### src/rtl/phe_pkg.sv
// Shared types and constants for the Horner polynomial evaluator.
// No dependencies; used by every other file of the block.
package phe_pkg;

    localparam int DATA_W        = 32;
    localparam int REG_COUNT     = 8;
    localparam int IDX_W         = $clog2(REG_COUNT);
    localparam int ADDR_W        = IDX_W + 2;
    localparam int NUM_COEFS_DEF = 8;
    localparam int FRAC_BITS_DEF = 16;
    localparam int PROD_W        = 2 * DATA_W;

    typedef logic signed [DATA_W-1:0] data_t;

    typedef struct packed {
        logic signed [DATA_W-1:0] x;
        logic signed [DATA_W-1:0] acc;
        logic                     sat;
    } phe_word_t;

endpackage

### src/rtl/phe_cell.sv
// One Horner step: a multiply stage followed by a shift, add and saturate stage.
// Depends on phe_pkg.
module phe_cell #(
    parameter int FRAC_BITS = phe_pkg::FRAC_BITS_DEF
) (
    input  logic                      aclk,
    input  logic                      aresetn,
    input  logic                      in_valid,
    output logic                      in_ready,
    input  phe_pkg::phe_word_t        in_word,
    input  logic [phe_pkg::DATA_W-1:0] coef,
    output logic                      out_valid,
    input  logic                      out_ready,
    output phe_pkg::phe_word_t        out_word
);
    import phe_pkg::*;

    logic                     a_valid_reg;
    logic signed [DATA_W-1:0] a_x_reg;
    logic signed [PROD_W-1:0] a_prod_reg;
    logic                     a_sat_reg;
    logic signed [PROD_W-1:0] a_prod_next;

    logic                     b_valid_reg;
    phe_word_t                b_word_reg;
    phe_word_t                b_word_next;

    logic                     a_ready;
    logic                     b_ready;
    logic signed [PROD_W-1:0] sum;
    logic                     clip_hi;
    logic                     clip_lo;

    assign b_ready  = !b_valid_reg || out_ready;
    assign a_ready  = !a_valid_reg || b_ready;
    assign in_ready = a_ready;

    assign a_prod_next = PROD_W'($signed(in_word.x)) * PROD_W'($signed(in_word.acc));

    assign sum     = (a_prod_reg >>> FRAC_BITS) + PROD_W'($signed(coef));
    assign clip_hi = !sum[PROD_W-1] && (|sum[PROD_W-2:DATA_W-1]);
    assign clip_lo = sum[PROD_W-1] && !(&sum[PROD_W-2:DATA_W-1]);

    always_comb begin
        b_word_next.x   = a_x_reg;
        b_word_next.sat = a_sat_reg || clip_hi || clip_lo;
        if (clip_hi) begin
            b_word_next.acc = {1'b0, {(DATA_W-1){1'b1}}};
        end else if (clip_lo) begin
            b_word_next.acc = {1'b1, {(DATA_W-1){1'b0}}};
        end else begin
            b_word_next.acc = sum[DATA_W-1:0];
        end
    end

    always_ff @(posedge aclk) begin
        if (!aresetn) begin
            a_valid_reg <= 1'b0;
            b_valid_reg <= 1'b0;
        end else begin
            if (a_ready) begin
                a_valid_reg <= in_valid;
            end
            if (b_ready) begin
                b_valid_reg <= a_valid_reg;
            end
        end
    end

    always_ff @(posedge aclk) begin
        if (a_ready && in_valid) begin
            a_x_reg    <= in_word.x;
            a_prod_reg <= a_prod_next;
            a_sat_reg  <= in_word.sat;
        end
        if (b_ready && a_valid_reg) begin
            b_word_reg <= b_word_next;
        end
    end

    assign out_valid = b_valid_reg;
    assign out_word  = b_word_reg;

    a_hold_stalled: assert property (@(posedge aclk) disable iff (!aresetn)
        out_valid && !out_ready |=> out_valid && $stable(out_word))
        else $error("stalled word changed or vanished");

    a_no_drop: assert property (@(posedge aclk) disable iff (!aresetn)
        a_valid_reg && b_ready |=> b_valid_reg)
        else $error("word lost between multiply and add stages");

    a_sat_sticky: assert property (@(posedge aclk) disable iff (!aresetn)
        a_valid_reg && b_ready && a_sat_reg |=> out_word.sat)
        else $error("saturation flag cleared by a later step");

endmodule

### config.mk
export PLATFORM = sky130hd
export DESIGN_NAME = phe_cell
export DESIGN_NICKNAME = d
export VERILOG_FILES = /design/src/rtl/phe_pkg.sv /design/src/rtl/phe_cell.sv
export SDC_FILE = /design/constraint.sdc
export NUM_CORES = 2
export LEC_CHECK = 0
export BUFFER_PORTS_ARGS = -buffer_cell sky130_fd_sc_hd__buf_2
export CAP_MARGIN = 25
export CORE_UTILIZATION = 60
export DETAILED_ROUTE_END_ITERATION = 8
export PLACE_DENSITY = 0.83
export SYNTH_ARGS = -nofsm -noshare
export SYNTH_HDL_FRONTEND = slang
export SYNTH_SLANG_ARGS = --single-unit
### constraint.sdc
create_clock -name aclk -period 12.09 [get_ports aclk]
set_input_delay 1.8135 -clock aclk [delete_from_list [all_inputs] [get_ports aclk]]
set_output_delay 1.8135 -clock aclk [all_outputs]
set_load 0.05 [all_outputs]
==> run metrics <==
metal3 WL=14.6 mm; WL per Instance=~22 um; Synth Instances=4359; Initial Utilization=about 61%; endpoints failing setup=0; vias in the first global route=33973; CP Max Fanout=32; RSZ-0062 raised after global routing=false; number of synthesized flops with an enable pin=~150; hold_sp=a_x_reg[2]; critical path arrival=10.35 ns; commonest cells after routing, fill and taps aside=fa_1, inv_1, nand2_1, and2_1, ha_1; Hold EP=out_word[35]; DRT iter0 DRCs=2993; number of fillers in the final layout=5484; Tightest Pin Transition=around 1.0 ns; Detailed Routing Iterations Pass 1=6; max reg flops=65; r2r setup slk=around 7.2 ns; CP Cell Sequence=buf_2 > nand2_1 > inv_1 > fa_1 > fa_1 > fa_1 > inv_1 > fa_1 > inv_1 > fa_1 > fa_1 > inv_1 > fa_1 > fa_1 > inv_1 > ha_1 > a21oi_1 > o21ai_0 > a21oi_1 > inv_1 > a211oi_2 > o21bai_1 > and3_1 > o31a_1; Netlist cell types=88; Die ar.=0.0729 mm2; GR Util All Layers=about a third; routed wire length=115 mm; Setup CP Type=input pin to register; I/O pin count=168; post-synthesis net count=5770; area leader, netlist=fa_1; type of the worst min-delay path=register to register; port bufs=167; CTS resizes=0; via/cell ratio=around 5.8; final worst-path cycle share=84.1%; crit path launch type=input pin; CTS H-tree depth=4; max-cap violations=0; Post-CTS Hold Buffers=0; Max Fclk=98.4 MHz; core area=0.0705 mm2; status=complete, no violations; top area cells in the synthesized netlist=fa_1, edfxtp_1, inv_1, and2_1, ha_1; post-route ant nets=0; YS warnings=0; max-slew violation count=0; Placer Congestion=0.962; FFs w/ async S/R, synth=0%; Critical R2R Capture=out_word[4]; Die H=270 um; Fin. Hold Viols=0; dpl hpwl=91.0 mm; die width=270 um; global-route wire length before repair=~190 mm; placed cell count=~5300; Highest Signal Layer=met5; post-CTS setup buffer count=0; worst r2r path cells=14; post-route setup TNS=0 ns; met2 routed WL=52.5 mm; critical path capture point type=register; commonest non-fill, non-tap cell in the layout=fa_1; via count=around 31000; fin cells=5307; largest stage delay on the critical path=1.04 ns; slowest CP cell=fa_1; cell area after synthesis=0.0431 mm2; Req. time, crit path=12.27 ns; drt drc=0; Max Clock Skew=roughly 0.012 ns; Min-Delay Path Depth=0; Top cell by count, worst path=fa_1; DP Area=0.0444 mm2; ratio of cells with drive above 1 in the final layout=under 10%; relative slew slack=30.1%; DRT met1 WL=43.9 mm; Final Cell Area=0.0450 mm2; Avg Inst Size Synth=9.88 um2; Layout area overhead=4.46%; sequential-to-total area share from yosys stat=approximately 10%; share of the synthesized area in the top cell type=50.3%; Main synth FF type=edfxtp_1; total CTS buffers=17; synthesized flop and latch total=between 100 and 150; CTS root buffer=clkbuf_16; worst r2r src=a_prod_reg[16]; gr ovfl total=0; clock tree buffer depth=2; largest net degree at the start of global routing=66; CTS sink cnt=about 150; min cycle time layout=10.17 ns; worst-skew pair later-pin latency=0.43 ns; CTS clk-pin slew, worst paths=roughly 0.070 ns; NumNets Final=around 5800; initial antenna violation count=7; # rows=97; CTS tree=done
## area by class of cell
cell class | count | area, um2 | area share (%)
clock buffers | 17 | 425 | 0.946
multi-input cells | 3037 | 34200 | 76.0
well taps | 940 | 1180 | 2.61
repair buffers | 182 | 956 | 2.12
diodes | 2 | 5.00 | 0.0111
inverters | 966 | 3630 | 8.06
clock inverters | 15 | 169 | 0.375
flip-flops and latches | 148 | 4420 | 9.83
## logic make-up after synthesis
group	after synthesis	synth area share (%)
flops	148	10.3
buf+inv	1174	10.3
fa+ha+maj	1310	56.9
xor+xnor	91	1.85
simple gates	1269	14.8
mux	4	0.0930
compound gates	363	5.75
## critical path: cells and delay by family
family / cells / cell delay [ns]
adders and majority gates: 9 / 4.88
buffers and inverters: 7 / 1.72
and+or+nand+nor: 2 / 0.45
AOI/OAI and AO/OA: 6 / 1.43
## worst max path at each step
| stage | from | endpoint | slack [ns] |
|---|---|---|---|
| 3_5_place_dp | in_word[3] | a_prod_reg[63] | 1.58 |
| 2_1_floorplan | in_word[64] | a_prod_reg[63] | 2.80 |
| 3_3_place_gp | in_word[3] | a_prod_reg[63] | 1.77 |
| 5_1_grt | in_word[3] | a_prod_reg[63] | 1.51 |
| 6_report | in_word[3] | a_prod_reg[61] | 1.92 |
| 4_1_cts | in_word[3] | a_prod_reg[63] | 2.01 |
## stage by stage
stage	utilization [%]	setup slack, ns	hold slack, ns
floorplan	-	2.80	0.400
global placement	62.9	1.77	0.401
detailed placement	62.9	1.58	0.405
CTS	63.8	2.01	0.418
global route	63.8	1.51	0.426
finish	63.8	1.92	0.418
## cells in the mapped netlist (all sizes together) (11+ instances only)
library cell,count
fa,1082
inv,966
nand2,552
and2,521
ha,228
clkbuf,195
edfxtp,146
a21oi,105
nor2,88
o21ai,70
xnor2,63
a21o,60
xor2,28
o21a,19
nand2b,18
o211ai,16
nand3,15
nand4,15
nor3,14
buf,13
a31oi,11
or3,11
## metal layers
metal / up-vias / track usage (%)
li1: 12939 / -
met1: 15774 / 44.8
met2: 1944 / 51.6
met3: 323 / 9.40
met4: 12 / 10.4
met5: - / 0
Power is not shown: default switching activity piles up to over one toggle a cycle in this logic, so the estimate is an artifact.
