`src/rtl/phe_pkg.sv`:
```
// Shared types and constants for the Horner polynomial evaluator.
// No dependencies; used by every other file of the block.
package phe_pkg;

    localparam int DATA_W        = 32;
    localparam int REG_COUNT     = 8;
    localparam int IDX_W         = $clog2(REG_COUNT);
    localparam int ADDR_W        = IDX_W + 2;
    localparam int NUM_COEFS_DEF = 8;
    localparam int FRAC_BITS_DEF = 16;
    localparam int PROD_W        = 2 * DATA_W;

    typedef logic signed [DATA_W-1:0] data_t;

    typedef struct packed {
        logic signed [DATA_W-1:0] x;
        logic signed [DATA_W-1:0] acc;
        logic                     sat;
    } phe_word_t;

endpackage

```
`src/rtl/phe_regs.sv`:
```
// APB register file holding the eight polynomial coefficients.
// Depends on phe_pkg.
module phe_regs (
    input  logic                                           aclk,
    input  logic                                           aresetn,
    input  logic                                           psel,
    input  logic                                           penable,
    input  logic                                           pwrite,
    input  logic [phe_pkg::ADDR_W-1:0]                     paddr,
    input  logic [phe_pkg::DATA_W-1:0]                     pwdata,
    output logic                                           pready,
    output logic [phe_pkg::DATA_W-1:0]                     prdata,
    output logic [phe_pkg::REG_COUNT-1:0][phe_pkg::DATA_W-1:0] coef
);
    import phe_pkg::*;

    logic [REG_COUNT-1:0][DATA_W-1:0] coef_reg;
    logic [IDX_W-1:0]                 idx;
    logic                             wr_en;

    assign idx    = paddr[ADDR_W-1:2];
    assign wr_en  = psel && penable && pwrite && pready;
    assign pready = 1'b1;
    assign prdata = coef_reg[idx];
    assign coef   = coef_reg;

    always_ff @(posedge aclk) begin
        if (!aresetn) begin
            coef_reg <= '0;
        end else if (wr_en) begin
            coef_reg[idx] <= pwdata;
        end
    end

    a_write_lands: assert property (@(posedge aclk) disable iff (!aresetn)
        wr_en |=> coef_reg[$past(idx)] == $past(pwdata))
        else $error("coefficient write not stored");

endmodule

```
`config.mk`:
```
export PLATFORM = sky130hd
export DESIGN_NAME = phe_regs
export DESIGN_NICKNAME = d
export VERILOG_FILES = /design/src/rtl/phe_pkg.sv /design/src/rtl/phe_regs.sv
export SDC_FILE = /design/constraint.sdc
export NUM_CORES = 1
export LEC_CHECK = 0
export BUFFER_PORTS_ARGS = -buffer_cell sky130_fd_sc_hd__buf_2
export CELL_PAD_IN_SITES_DETAIL_PLACEMENT = 1
export CELL_PAD_IN_SITES_GLOBAL_PLACEMENT = 2
export CORE_AREA = 3 3 238 170
export DETAILED_ROUTE_END_ITERATION = 16
export DIE_AREA = 0 0 241 173
export PLACE_DENSITY = 0.78
export SLEW_MARGIN = 20
export SYNTH_ARGS = -nofsm -noshare
export SYNTH_HDL_FRONTEND = slang
export SYNTH_SLANG_ARGS = --single-unit
```
`constraint.sdc`:
```
create_clock -name aclk -period 1.4 [get_ports aclk]
set_input_delay 0.14 -clock aclk [delete_from_list [all_inputs] [get_ports aclk]]
set_output_delay 0.14 -clock aclk [all_outputs]
set_load 0.05 [all_outputs]
```
==> PnR_summary.wiki <==
{| class="wikitable"
! Metric !! Value
|-
| DRC || 0
|-
| Post-synth top area share || 0.4630
|-
| Starting density of the core || 0.2891
|-
| Dpl ws || -0.3544 ns
|-
| Floorplan row count || 60
|-
| Insertion delay of the later-clocked pin in the worst-skew pair || 0.55 ns
|-
| Clock buffer count from CTS || 29
|-
| Number of antenna violations at the first check in global routing || 4
|-
| Post-route core utilization || 0.4639
|-
| Final slew viol count || 0
|-
| Share of flip-flops with an asynchronous set or reset after synthesis || 0
|-
| Met2 WL || between 20 and 25 mm
|-
| Crit path required time || ~1.3 ns
|-
| Sequential-to-total area share from yosys stat || 0.4630
|-
| Nature of the critical path endpoint || output pin
|-
| Synthesis-to-layout area growth || 60.47%
|-
| Core footprint || between 30000 and 40000 um2
|-
| Cell area after layout || roughly 18000 um2
|-
| Setup slack of the most critical reg-to-reg path || ~0.57 ns
|-
| Die area || between 40000 and 50000 um2
|-
| Seq pwr share || 0.448
|-
| Classification of the worst-slack hold path || input pin to register
|-
| Setup Crit Path Kind || register to output pin
|-
| Maximum buffer depth of the clock tree || 3
|-
| Routed wire length per instance || approximately 22 um
|-
| Boundary Pins || around 330
|-
| Layout cells sized above 1 || 0.6395
|-
| Most common library cells after synthesis || nand2_1 (289), mux2i_1 (258), dfxtp_1 (256)
|-
| Clk sink count || 256
|-
| Buffer type at the clock tree root || clkbuf_16
|-
| Violated checks || negative setup slack
|-
| Placed Cells incl. Taps || slightly above 2k
|-
| Total of endpoints with negative setup slack in the final report || 34
|-
| Worst vdd rail ir drop || slightly above 700 uV
|-
| Top post-synthesis cells by area || dfxtp_1 (46%), mux2i_1 (23%), mux4_2 (13%)
|-
| Clk pwr share || 0.467
|-
| Count of max-cap constraint violations || 0
|-
| Total Wirelength || 45.68 mm
|-
| Largest net degree at the start of global routing || 39
|-
| Achievable clock frequency || approximately 500 MHz
|-
| Setup repair after global routing missed its margin || true
|-
| Count of placed standard cells in the final layout, fillers left out || 2084
|-
| Post-synth net total || about 1.0k
|-
| Pwr per Cell Area || about 930 nW/um2
|-
| Via count of the first global-routing pass || 10.97k
|-
| Prevailing post-synth register cell || dfxtp_1
|-
| Clock period minus worst slack || 1.958 ns
|-
| Startpoint type of the worst setup path || register
|-
| Largest fanout on the critical path || 2
|-
| Global-route wire length before repair || between 60 and 70 mm
|-
| Fin crit share || 1.398
|-
| DP HPWL || 32.10 mm
|-
| Overall global routing resource usage || 0.2146
|-
| Number of cells on the worst hold path || 3
|-
| Logic gate share of total power || 0.085
|-
| Clock tree from TritonCTS || built
|-
| Ordered cell list for the critical path || mux4_2 -> mux2_4 -> buf_6
|-
| Switching share of power || 0.2459
|-
| Post-DR vias/cell || roughly 4.8
|-
| Detail Route met3 WL || around 2.2 mm
|-
| Netlist Area Pre-Place || about 11000 um2
|-
| Residual overflow from global routing || 0
|-
| Instance count of the mapped netlist || a little under 1k
|-
| Crit path setup slack, layout || -0.5578 ns
|-
| Via count of the routed design || roughly 10k
|-
| Die outline width || about 240 um
|-
| Final Hold Fails || 0
|-
| Number of distinct standard cells referenced by the synthesized netlist || 24
|-
| Number of warnings issued by yosys || 0
|-
| Total cell area at the placement stage || around 16000 um2
|-
| Crit path arrival time || approximately 1.8 ns
|-
| Slowest stage cell, crit path || mux4_2
|-
| Int Power || approximately 12 mW
|-
| Crit path largest cell delay || around 0.50 ns
|-
| Highest signal layer in the routed design || met5
|-
| Leakage || 8.030 nW
|-
| Fin nets || 1606
|-
| Clk_skew || 0 ns
|-
| EDFF count, synth || 0
|-
| Post-Synthesis Mean Instance Area || ~11 um2
|-
| Number of cells on the worst reg-to-reg path || 4
|-
| Area leader, netlist || dfxtp_1
|-
| Height of the die || ~170 um
|-
| DR pass1 iterations || 4
|-
| Number of nets still failing antenna checks after routing || 0
|-
| Weighted congestion reported at the end of routability-driven placement || ~0.78
|-
| Status || finished with violations
|-
| Switching power total || between 4 and 5 mW
|-
| Final sum of negative setup slack || -16.54 ns
|-
| Top-count cell post-synth || nand2_1
|-
| Number of levels the H-tree was split into || 1
|-
| Met1 Wirelength || just over 20 mm
|-
| Number of DRC markers in iteration 0 || slightly above 400
|-
| Post-synthesis register bit count || around 260
|-
| Port buffer count || between 300 and 400
|-
| Clock slew at the register clock pins of the worst setup and hold paths || about 0.060 ns
|-
| Number of flip-flops under the largest register name || around 260
|}
[cells by family after synthesis]
kind of cell / count (synthesis) / share of synthesized area
and+or+nand+nor: 303 / 0.1050
DFF: 256 / 0.4630
other: 1 / 0.0003388
buffers and inverters: 79 / 0.03753
AOI/OAI and AO/OA: 4 / 0.003052
muxes: 351 / 0.3910
[metal layers]
metal,track usage,vias up
met1,0.2823,5062
met3,0.04305,73
li1,-,4611
met5,0,-
met4,0.05323,4
met2,0.3610,240
[metrics by stage]
stage | power [mW] | hold WS (ns)
detailed placement | 8.885 | 0.4559
global route | 17.08 | 0.04817
CTS | 16.67 | 0.01660
finish | 16.46 | 0.02969
global placement | 8.865 | 0.4501
floorplan | 8.341 | 0.4121
[worst max-delay path, delay by kind of cell (launching register included)]
family	cells	cell delay (ns)
muxes	2	0.79
DFF	1	0.32
buffers and inverters	1	0.15
[timing repair]
item,4_1_cts,5_1_grt
gates cloned,0,0
gates resized for setup,272,40
pin swaps,2,1
endpoints found under the hold margin,11,3
buffers inserted,12,5
hold buffers,1,2
endpoints found under the setup margin,217,63
[layout by cell type, fill, tap and decap left out]
cell type,count
buf_4,445
nand2_1,287
mux2i_1,258
dfxtp_2,252
buf_2,73
mux4_2,62
mux2_4,31
clkbuf_16,29
buf_12,29
buf_6,27
clkbuf_4,25
buf_8,14
clkbuf_1,10
clkbuf_8,8
nor2_4,6
diode_2,4
dfxtp_1,4
dlygate4sd3_1,3
nand2b_1,2
nand2_2,2
or3_2,2
bufinv_16,2
clkinv_2,2
nor3b_2,1
a311oi_2,1
nand3_1,1
o211a_1,1
inv_1,1
o32a_1,1
o21ai_4,1
nand4_1,1
nand4b_1,1
conb_1,1
clkinvlp_4,1
[path summary, 6_finish.rpt]
path | startpoint | endpoint
min | pwdata[9] | coef[41]
max | coef[239] | prdata[15]
min reg2reg | coef[151] | coef[151]
max reg2reg | coef[107] | coef[107]
[final cells by class]
| type | count | area (um2) |
|---|---|---|
| fillers | 4193 | 20530 |
| well taps | 496 | 620.6 |
| flip-flops and latches | 256 | 5440 |
| inverters | 1 | 3.754 |
| clock inverters | 5 | 77.57 |
| repair buffers | 617 | 5032 |
| multi-input cells | 659 | 5717 |
| diodes | 4 | 10.01 |
| clock buffers | 46 | 859.6 |
[power by group through the flow]
stage	Sequential (mW)	Combinational [mW]	Clock [mW]
floorplan	7.73	0.613	0
global placement	7.54	1.33	0
detailed placement	7.54	1.35	0
CTS	7.38	1.40	7.89
global route	7.38	1.49	8.21
finish	7.38	1.40	7.68
(Power assumes the default switching activity.)
